--- src/rtl/core/apbc_pkg.sv ---
// Shared constants, codes and types for the audio playback buffer controller.
package apbc_pkg;

  localparam int unsigned RING_ADDR_BITS = 16;
  localparam int unsigned RING_DEPTH     = 1 << RING_ADDR_BITS;
  localparam int unsigned CNT_W          = RING_ADDR_BITS + 1;
  localparam int unsigned CFG_W          = 17;
  localparam int unsigned CMP_W          = (CNT_W > CFG_W) ? CNT_W : CFG_W;
  localparam int unsigned SAMPLE_W       = 16;
  localparam int unsigned FRAME_BITS     = 2 * SAMPLE_W;
  localparam int unsigned FRAME_W        = 30;
  localparam int unsigned MS_W           = 25;
  localparam int unsigned ACTION_W       = 3;
  localparam int unsigned MODE_W         = 2;
  localparam int unsigned CFG_IDX_W      = 1;

  localparam logic [CFG_W-1:0] PREFILL_RESET   = CFG_W'(32768);
  localparam logic [CFG_W-1:0] THRESHOLD_RESET = CFG_W'(57344);

  // 48 frames per ms: drop four bits, then divide by three with a reciprocal
  localparam int unsigned DIV_SHIFT   = 4;
  localparam int unsigned DIV_IN_W    = FRAME_W - DIV_SHIFT;
  localparam int unsigned RECIP_W     = 32;
  localparam int unsigned PROD_W      = DIV_IN_W + RECIP_W;
  localparam int unsigned RECIP_SHIFT = 33;
  localparam logic [RECIP_W-1:0] RECIP_3 = 32'hAAAA_AAAB;

  localparam logic [ACTION_W-1:0] ACT_START = 3'd0;
  localparam logic [ACTION_W-1:0] ACT_PUSH  = 3'd1;
  localparam logic [ACTION_W-1:0] ACT_POP   = 3'd2;
  localparam logic [ACTION_W-1:0] ACT_STOP  = 3'd3;
  localparam logic [ACTION_W-1:0] ACT_FAIL  = 3'd4;
  localparam logic [ACTION_W-1:0] ACT_END   = 3'd5;

  localparam logic [MODE_W-1:0] MODE_IDLE    = 2'd0;
  localparam logic [MODE_W-1:0] MODE_LOADING = 2'd1;
  localparam logic [MODE_W-1:0] MODE_PLAYING = 2'd2;
  localparam logic [MODE_W-1:0] MODE_ERROR   = 2'd3;

  localparam logic [CFG_IDX_W-1:0] REG_PREFILL   = 1'b0;
  localparam logic [CFG_IDX_W-1:0] REG_THRESHOLD = 1'b1;

  typedef enum logic [4:0] {
    S_IDLE    = 5'b00001,
    S_EXEC    = 5'b00010,
    S_MUL_POS = 5'b00100,
    S_MUL_DUR = 5'b01000,
    S_DONE    = 5'b10000
  } ctl_state_e;

  typedef struct packed {
    logic latch;
    logic exec;
    logic mul_pos;
    logic mul_dur;
  } dp_cmd_t;

endpackage

--- src/rtl/core/apbc_ctrl.sv ---
// Sequencer that steps each item through execute, two divide steps and the result cycle.
module apbc_ctrl (
  input  logic             clk_i,
  input  logic             rst_ni,
  input  logic             start_i,
  output logic             busy_o,
  output logic             out_valid_o,
  output apbc_pkg::dp_cmd_t cmd_o
);

  apbc_pkg::ctl_state_e state_q, state_d;

  always_comb begin
    state_d = state_q;
    unique case (state_q)
      apbc_pkg::S_IDLE: begin
        if (start_i) begin
          state_d = apbc_pkg::S_EXEC;
        end
      end
      apbc_pkg::S_EXEC:    state_d = apbc_pkg::S_MUL_POS;
      apbc_pkg::S_MUL_POS: state_d = apbc_pkg::S_MUL_DUR;
      apbc_pkg::S_MUL_DUR: state_d = apbc_pkg::S_DONE;
      apbc_pkg::S_DONE:    state_d = apbc_pkg::S_IDLE;
      default:             state_d = apbc_pkg::S_IDLE;
    endcase
  end

  always_ff @(posedge clk_i or negedge rst_ni) begin
    if (!rst_ni) begin
      state_q <= apbc_pkg::S_IDLE;
    end else begin
      state_q <= state_d;
    end
  end

  assign busy_o        = (state_q != apbc_pkg::S_IDLE);
  assign out_valid_o   = (state_q == apbc_pkg::S_DONE);
  assign cmd_o.latch   = (state_q == apbc_pkg::S_IDLE) && start_i;
  assign cmd_o.exec    = (state_q == apbc_pkg::S_EXEC);
  assign cmd_o.mul_pos = (state_q == apbc_pkg::S_MUL_POS);
  assign cmd_o.mul_dur = (state_q == apbc_pkg::S_MUL_DUR);

endmodule

--- config.mk ---
export PLATFORM = sky130hd
export DESIGN_NAME = apbc_ctrl
export DESIGN_NICKNAME = d
export VERILOG_FILES = /design/src/rtl/core/apbc_pkg.sv /design/src/rtl/core/apbc_ctrl.sv
export SDC_FILE = /design/constraint.sdc
export NUM_CORES = 1
export LEC_CHECK = 0
export ABC_AREA = 0
export BUFFER_PORTS_ARGS = -buffer_cell sky130_fd_sc_hd__buf_2
export CORE_AREA = 2 2 39 41
export CTS_CLUSTER_DIAMETER = 40
export DETAILED_ROUTE_END_ITERATION = 7
export DIE_AREA = 0 0 41 43
export PLACE_DENSITY = 0.44
export SYNTH_ARGS = -nofsm -noshare
export SYNTH_HDL_FRONTEND = slang
export SYNTH_SLANG_ARGS = --single-unit
--- constraint.sdc ---
create_clock -name clk_i -period 2.8 [get_ports clk_i]
set_input_delay 0.28 -clock clk_i [delete_from_list [all_inputs] [get_ports clk_i]]
set_output_delay 0.28 -clock clk_i [all_outputs]
set_load 0.005 [all_outputs]
# Word-level counts from Yosys, hierarchy flattened
# Cells that the tools add are included.
# op_classes
n_eq_ne	7
muxes	2
n_reduce_logical	1
# op_table
cell	count
case mux 5 bit (4 select lines)	1
== test 5 x 1 -> 1 bit, second input constant	1
== test 5 x 2 -> 1 bit, second input constant	1
== test 5 x 3 -> 1 bit, second input constant	1
== test 5 x 4 -> 1 bit, second input constant	1
== test 5 bit, second input constant	1
two-way mux 5 bit	1
inequality test 5 x 1 -> 1 bit, second input constant	1
inequality test 2 bit, second input constant	1
logical AND 1 bit	1
# word_totals
reg_bits	5
inputBits	3
output_inout_bits	6
wordCells	11

# Depth between registers and ports, before layout
# Gate-level depths: netlist (run 1).
# logic_depth
ltp_word	2
ltp_mapped	3
mapped_depth_nobuf	3

# Least setup slack after synthesis (run 1)
# Ideal clock, no wire load.
# synth_path
path_type	reg-to-output
from	reg state_q[0]
to	out cmd_o[3] in the netlist's numbering
arrival_time_ps	926
t_required_ps	2520
setup_slack_ps	1594
path_stages_with_launch	4
n_path_buf	1
path_cell_list	dfstp_2 > buf_2 > nand3b_1 > nor2_1
# synth_lines
element	line_no	rtl
start, declared	apbc_ctrl.sv:11	apbc_pkg::ctl_state_e state_q, state_d;
start signal, assigned	apbc_ctrl.sv:31	state_q <= apbc_pkg::S_IDLE;
start signal, assigned	apbc_ctrl.sv:33	state_q <= state_d;
end, declared	apbc_ctrl.sv:8	output apbc_pkg::dp_cmd_t cmd_o

==> results.yml, run 1 <==
yosys:
  syn_inst: 29
  ys_top_cells_by_count: "4 x dfrtp_1, 4 x nor4_1, 3 x nor2_1"
  synth_seq_cells: 5
  avgSynthCellArea_um2: 9.578
  synth_compound_gate_area_share_pct: 7.207
  synth-adder-area-share_pct: 0
  ys_seq_area_share_pct: 45.50
  ys_warn_count: 0
  yosysUniqueCellTypes: 16
  synth_xor_xnor_area_share_pct: 0
  synth_top_family_by_area: "simple AND/OR/NAND/NOR gates"
  synth_flop_cell: "dfrtp_1"
  async_flop_share_pct: 100.0
  synth-simple-area-share_pct: 38.29
  synthTopCellsByArea: "dfrtp_1 36%, dfstp_2 9.5%, nor4_1 9.0%, and3b_1 6.3%, nand2b_1 4.5%"
  syn_area_um2: 277.8
  synth_edf_count: 0
  synth_fp_nets: 32
  synthMuxAreaShare_pct: 0
  synth_area_leader_cell: "dfrtp_1"
  synth_top_cell_area_share_pct: 36.04
floorplan:
  die-area_um2: 1763
  initial_core_util_pct: 20.07
  io-pin-count: 9
  core_area_um2: 1384
  die_w_um: 41
  num_rows: 14
  die_y_um: 43
place:
  portBuffers: 8
  dp_hpwl_um: 415.3
  place.gp.congestion: 0.6442
clocking:
  cts_tree: "built"
  insertion_delay_ns: 0.24
  cts.sinks: 5
  ctsResizeCount: 0
  clk_pin_slew_worst_paths_ns: 0.05
  cts_setup_buffers: 0
  clock_path_buffers: 2
  cts.hold.buffers_added: 1
  cts_root_buf: "clkbuf_4"
  cts_made_buffers: 3
  htree_num_levels: 1
pwr:
  power.density_nw_per_um2: 842.9
  ir_worst_vdd_uv: 292.7
  power_mw: 0.3006
  power.leakage_nw: 0.1685
worst_setup_path:
  path_max_fanout: 5
  cpPeakStageDelay_ns: 0.41
  ff2ff_path_depth: 3
  r2r_end: "state_q[0]"
  critPathKind: "flip-flop to output port"
  cp_slowest_cell: "dfrtp_1"
  worstPathCellList: "nor3_1 -> nand3b_1 -> nor2_1 -> buf_2"
  start_kind: "flip-flop"
  crit_arrival_ns: 1.32
  rr_startpoint: "state_q[2]"
  crit_required_ns: 2.52
  r2r_slack_ns: 1.73
  end_kind: "output port"
global_routing:
  antenna_found_initial: 0
  track_usage_pct: 8.898
  overflow: 0
  grt_pass1_wl_um: 945
  grt_start_max_net_pins: 12
  grt_pass1_vias: 208
cells_and_area:
  n_antenna_cell: 0
  largestRegisters: "state_q x5"
  regMostFlops: "state_q"
  largest_register_ffs: 5
  final_nets: 43
  multi_input_area_um2: 126.4
  register_area_um2: 126.4
  drive_gt1_share_pct: 33.33
  fillers: 151
  syn_to_final_growth_pct: 28.38
hold_path:
  hold_class: "input port to flip-flop"
  min_from: "start_i"
  whs_endpoint: "state_q[1]"
  min_path_cells: 3
route:
  vias: 241
  first_pass_iters: 2
  ant_nets: 0
  avgRoutedWirePerCell_um: 10.29
  wl_um: 566
  vias_per_cell: 4.382
  drcViolationCount: 0
  drt_iter0_markers: 1
timing:
  drv_slew: 0
  final.period_utilization_pct: 56.98
  fmax_mhz: 626.8
  hold_slack_ns: 0.2893
  finalHoldViolCount: 0
  finalSetupTns_ns: 0
  worstMarginPinSlew_ns: 0.3203
  clock_skew_ns: 0.002954
  slew_headroom_pct: 78.34
  period_needed_ns: 1.595
  setup_violations: 0
  rsz0062_at_grt: "false"
flow_run:
  maxCapViolCount: 0
run_status:
  outcome: "finished clean"
==> area by class of cell <==
class	count	area share (%)
Clock buffer	4	7.368
Inverter	2	2.105
Multi-Input combinational cell	19	35.44
Sequential cell	5	35.44
Tap cell	16	5.614
Timing Repair Buffer	9	14.04
==> through the flow <==
step	instance area (um^2)	worst slack [ns]	std cells	utilization [%]
floorplan	277.8	1.594	29	-
global placement	320.3	1.469	50	23.15
detailed placement	320.3	1.464	50	23.15
CTS	356.6	1.196	55	25.77
global route	356.6	1.079	55	25.77
finish	356.6	1.205	55	25.77
==> worst max path at each step <==
stage | start | to | slack (ns) | depth (start not counted)
floorplan | state_q[0] | cmd_o[3] | 1.59 | 3
global placement | state_q[2] | cmd_o[3] | 1.47 | 4
detailed placement | state_q[2] | cmd_o[3] | 1.46 | 4
CTS | state_q[2] | cmd_o[3] | 1.20 | 4
global route | state_q[3] | cmd_o[3] | 1.08 | 4
finish | state_q[2] | cmd_o[3] | 1.20 | 4
==> where the power goes <==
| part | internal (mW) | leakage [nW] | switching (mW) | total [mW] |
|---|---|---|---|---|
| logic | 0.0485 | 0.0885 | 0.0376 | 0.0860 |
| clock network | 0.0539 | 0.0150 | 0.0304 | 0.0844 |
| registers | 0.0945 | 0.0651 | 0.0357 | 0.130 |
==> logic make-up after synthesis <==
kind of cell | count (synthesis)
and+or+nand+nor | 17
DFF | 5
buffers and inverters | 5
AOI/OAI and AO/OA | 2
==> cells in the final DEF, fill, tap and decap left out <==
cell type / instances
nor2_1: 3
a211oi_1: 1
and4b_1: 1
dfrtp_1: 4
dlygate4sd3_1: 1
buf_2: 8
dfstp_2: 1
and3b_1: 2
nand2b_1: 2
nor4b_1: 1
clkbuf_4: 3
clkbuf_1: 1
nand3b_1: 1
o31ai_2: 1
nor4_1: 4
inv_1: 2
nor3_1: 2
nand2_1: 1
==> critical path, delay by kind of cell, from the launching register on <==
family	cells	cell delay (ns)
DFF	1	0.41
and+or+nand+nor	3	0.55
buffers and inverters	1	0.12
==> metal layers <==
layer / up-vias / GRT usage, % / share of wire, %
met2: 7 / 9.375 / 42
met1: 106 / 11.18 / 50
li1: 126 / - / -
met5: - / 0 / 0
met3: 2 / 4.712 / 5.5
met4: 0 / 10.00 / 1.8
(Power assumes the default switching activity.)
==> run 2: changes to the inputs <==
ABC_AREA = 1   (was 0)
PLACE_DENSITY = 0.43   (was 0.44)
clock period = 1.5 ns   (was 2.8 ns; I/O delays follow)
==> results.yml, run 2 <==
cells_and_area:
  register_area_um2: 126.4
  regMostFlops: "state_q"
  n_antenna_cell: 0
  syn_to_final_growth_pct: 32.42
  largest_register_ffs: 5
  final_cell_mix: "9 x nor2_1, 8 x buf_2, 5 x inv_1, 4 x nand2_1, 4 x dfrtp_1"
  largestRegisters: "state_q x5"
  fillers: 162
  final_common_cell: "nor2_1"
  final_util_pct: 26.22
  drive_gt1_share_pct: 41.67
  final_nets: 52
  multi_input_area_um2: 110.1
flow_run:
  maxCapViolCount: 0
route:
  drcViolationCount: 0
  wl_um: 509
  vias_per_cell: 3.781
  top_layer: "met3"
  met2_wirelength_um: 231
  wl_met1_um: 247
  first_pass_iters: 4
  avgRoutedWirePerCell_um: 7.953
  wl_met3_um: 31
  drt_iter0_markers: 6
  vias: 242
  ant_nets: 0
timing:
  drv_slew: 0
  finalSetupTns_ns: 0
  clock_skew_ns: 0.001299
  period_needed_ns: 1.388
  final.period_utilization_pct: 92.53
  slew_headroom_pct: 90.60
  setup_violations: 0
  worstMarginPinSlew_ns: 0.1408
  fmax_mhz: 720.5
  rsz0062_at_grt: "false"
  setup_slack_ns: 0.1121
  finalHoldViolCount: 0
floorplan:
  die_y_um: 43
  num_rows: 14
  core_area_um2: 1384
  initial_core_util_pct: 19.80
  io-pin-count: 9
  die_w_um: 41
  die-area_um2: 1763
global_routing:
  overflow: 0
  track_usage_pct: 7.863
  grt_pass1_wl_um: 848
  grt_start_max_net_pins: 6
  grt_pass1_vias: 237
  antenna_found_initial: 0
yosys:
  syn_inst: 36
  ys_seq_area_share_pct: 46.12
  avgSynthCellArea_um2: 7.611
  synth_fp_nets: 39
  synth_area_leader_cell: "dfrtp_1"
  synth_top_cell_area_share_pct: 36.53
  synth_flop_cell: "dfrtp_1"
  ys_top_cells_by_count: "9 x nor2_1, 5 x inv_1, 4 x dfrtp_1, 4 x nand2_1"
  yosysUniqueCellTypes: 12
  async_flop_share_pct: 100.0
  post-synth-top-count-cell: "nor2_1"
  synthTopCellsByArea: "dfrtp_1 37%, nor2_1 12%, dfstp_2 9.6%, nor2_4 8.2%, inv_1 6.8%"
  synth_seq_cells: 5
  ys_warn_count: 0
  syn_area_um2: 274.0
  synth_edf_count: 0
clocking:
  insertion_delay_ns: 0.24
  htree_num_levels: 1
  ctsResizeCount: 0
  cts.hold.buffers_added: 1
  cts_setup_buffers: 0
  cts_tree: "built"
  cts.sinks: 5
  cts_root_buf: "clkbuf_4"
  cts_made_buffers: 3
  clock_path_buffers: 2
  clk_pin_slew_worst_paths_ns: 0.04
worst_setup_path:
  crit_arrival_ns: 1.24
  critPathKind: "flip-flop to output port"
  end_kind: "output port"
  path_max_fanout: 3
  crit_required_ns: 1.35
  start_kind: "flip-flop"
hold_path:
  hold_class: "input port to flip-flop"
pwr:
  ir_worst_vdd_uv: 688.5
  power.leakage_nw: 0.1936
  power.density_nw_per_um2: 1827
  power_mw: 0.6630
place:
  place.gp.congestion: 0.6893
  pre_cts_slack_ns: 0.3555
  dp_hpwl_um: 421.4
  portBuffers: 8
run_status:
  outcome: "finished clean"
-- run 2: final timing paths --
check                                start    endpoint  slack [ns]  cells past startpoint
worst max register to register  state_q[0]  state_q[0]        0.46                      6
worst max-delay path            state_q[2]    cmd_o[3]        0.11                      6
min in group asynchronous           rst_ni  state_q[1]        0.25                      2
max in group asynchronous           rst_ni  state_q[0]        1.04                      2
worst min register to register  state_q[4]  state_q[4]        0.58                      3
worst min-delay path               start_i  state_q[0]        0.15                      4
-- run 2: area by class of cell --
| class | instances | area share (%) |
|---|---|---|
| Sequential cell | 5 | 34.83 |
| Multi-Input combinational cell | 22 | 30.34 |
| Timing Repair Buffer | 9 | 13.79 |
| Inverter | 8 | 8.276 |
| Clock buffer | 4 | 7.241 |
| Tap cell | 16 | 5.517 |
-- run 2: kinds of logic (layout without fill, tap and decap cells) --
logic type,after synthesis,in the layout,synth area share [%]
buffers and inverters,9,21,13.70
flip-flops,5,5,46.12
AND/OR/NAND/NOR,22,22,40.18
-- run 2: per-stage QoR --
step	cells	cell area, um^2	hold WS, ns
2_1_floorplan	36	274.0	-0.1456
3_3_place_gp	59	326.6	-0.02609
3_5_place_dp	59	326.6	-0.03111
4_1_cts	64	362.8	0.1434
5_1_grt	64	362.8	0.1797
6_report	64	362.8	0.1524
-- run 2: report_power, final --
part / leakage [nW] / total, mW / switching (mW) / internal [mW]
combinational: 0.114 / 0.311 / 0.196 / 0.115
clock: 0.0150 / 0.150 / 0.0496 / 0.100
sequential: 0.0651 / 0.202 / 0.0202 / 0.182
total: 0.194 / 0.663 / 0.266 / 0.397
-- run 2: critical path, stage by stage, from the launching register on --
cell and delay (ns):
dfrtp_1 0.39, nor2_2 0.16, inv_2 0.07, nor2_4 0.14, inv_2 0.05, nor2_1 0.07
buf_2 0.11
-- run 2: metal layers --
layer	track usage (%)	vias to the layer above
met5	0	-
met2	11.56	6
met3	7.853	0
met1	7.492	109
li1	-	127
met4	2.000	0
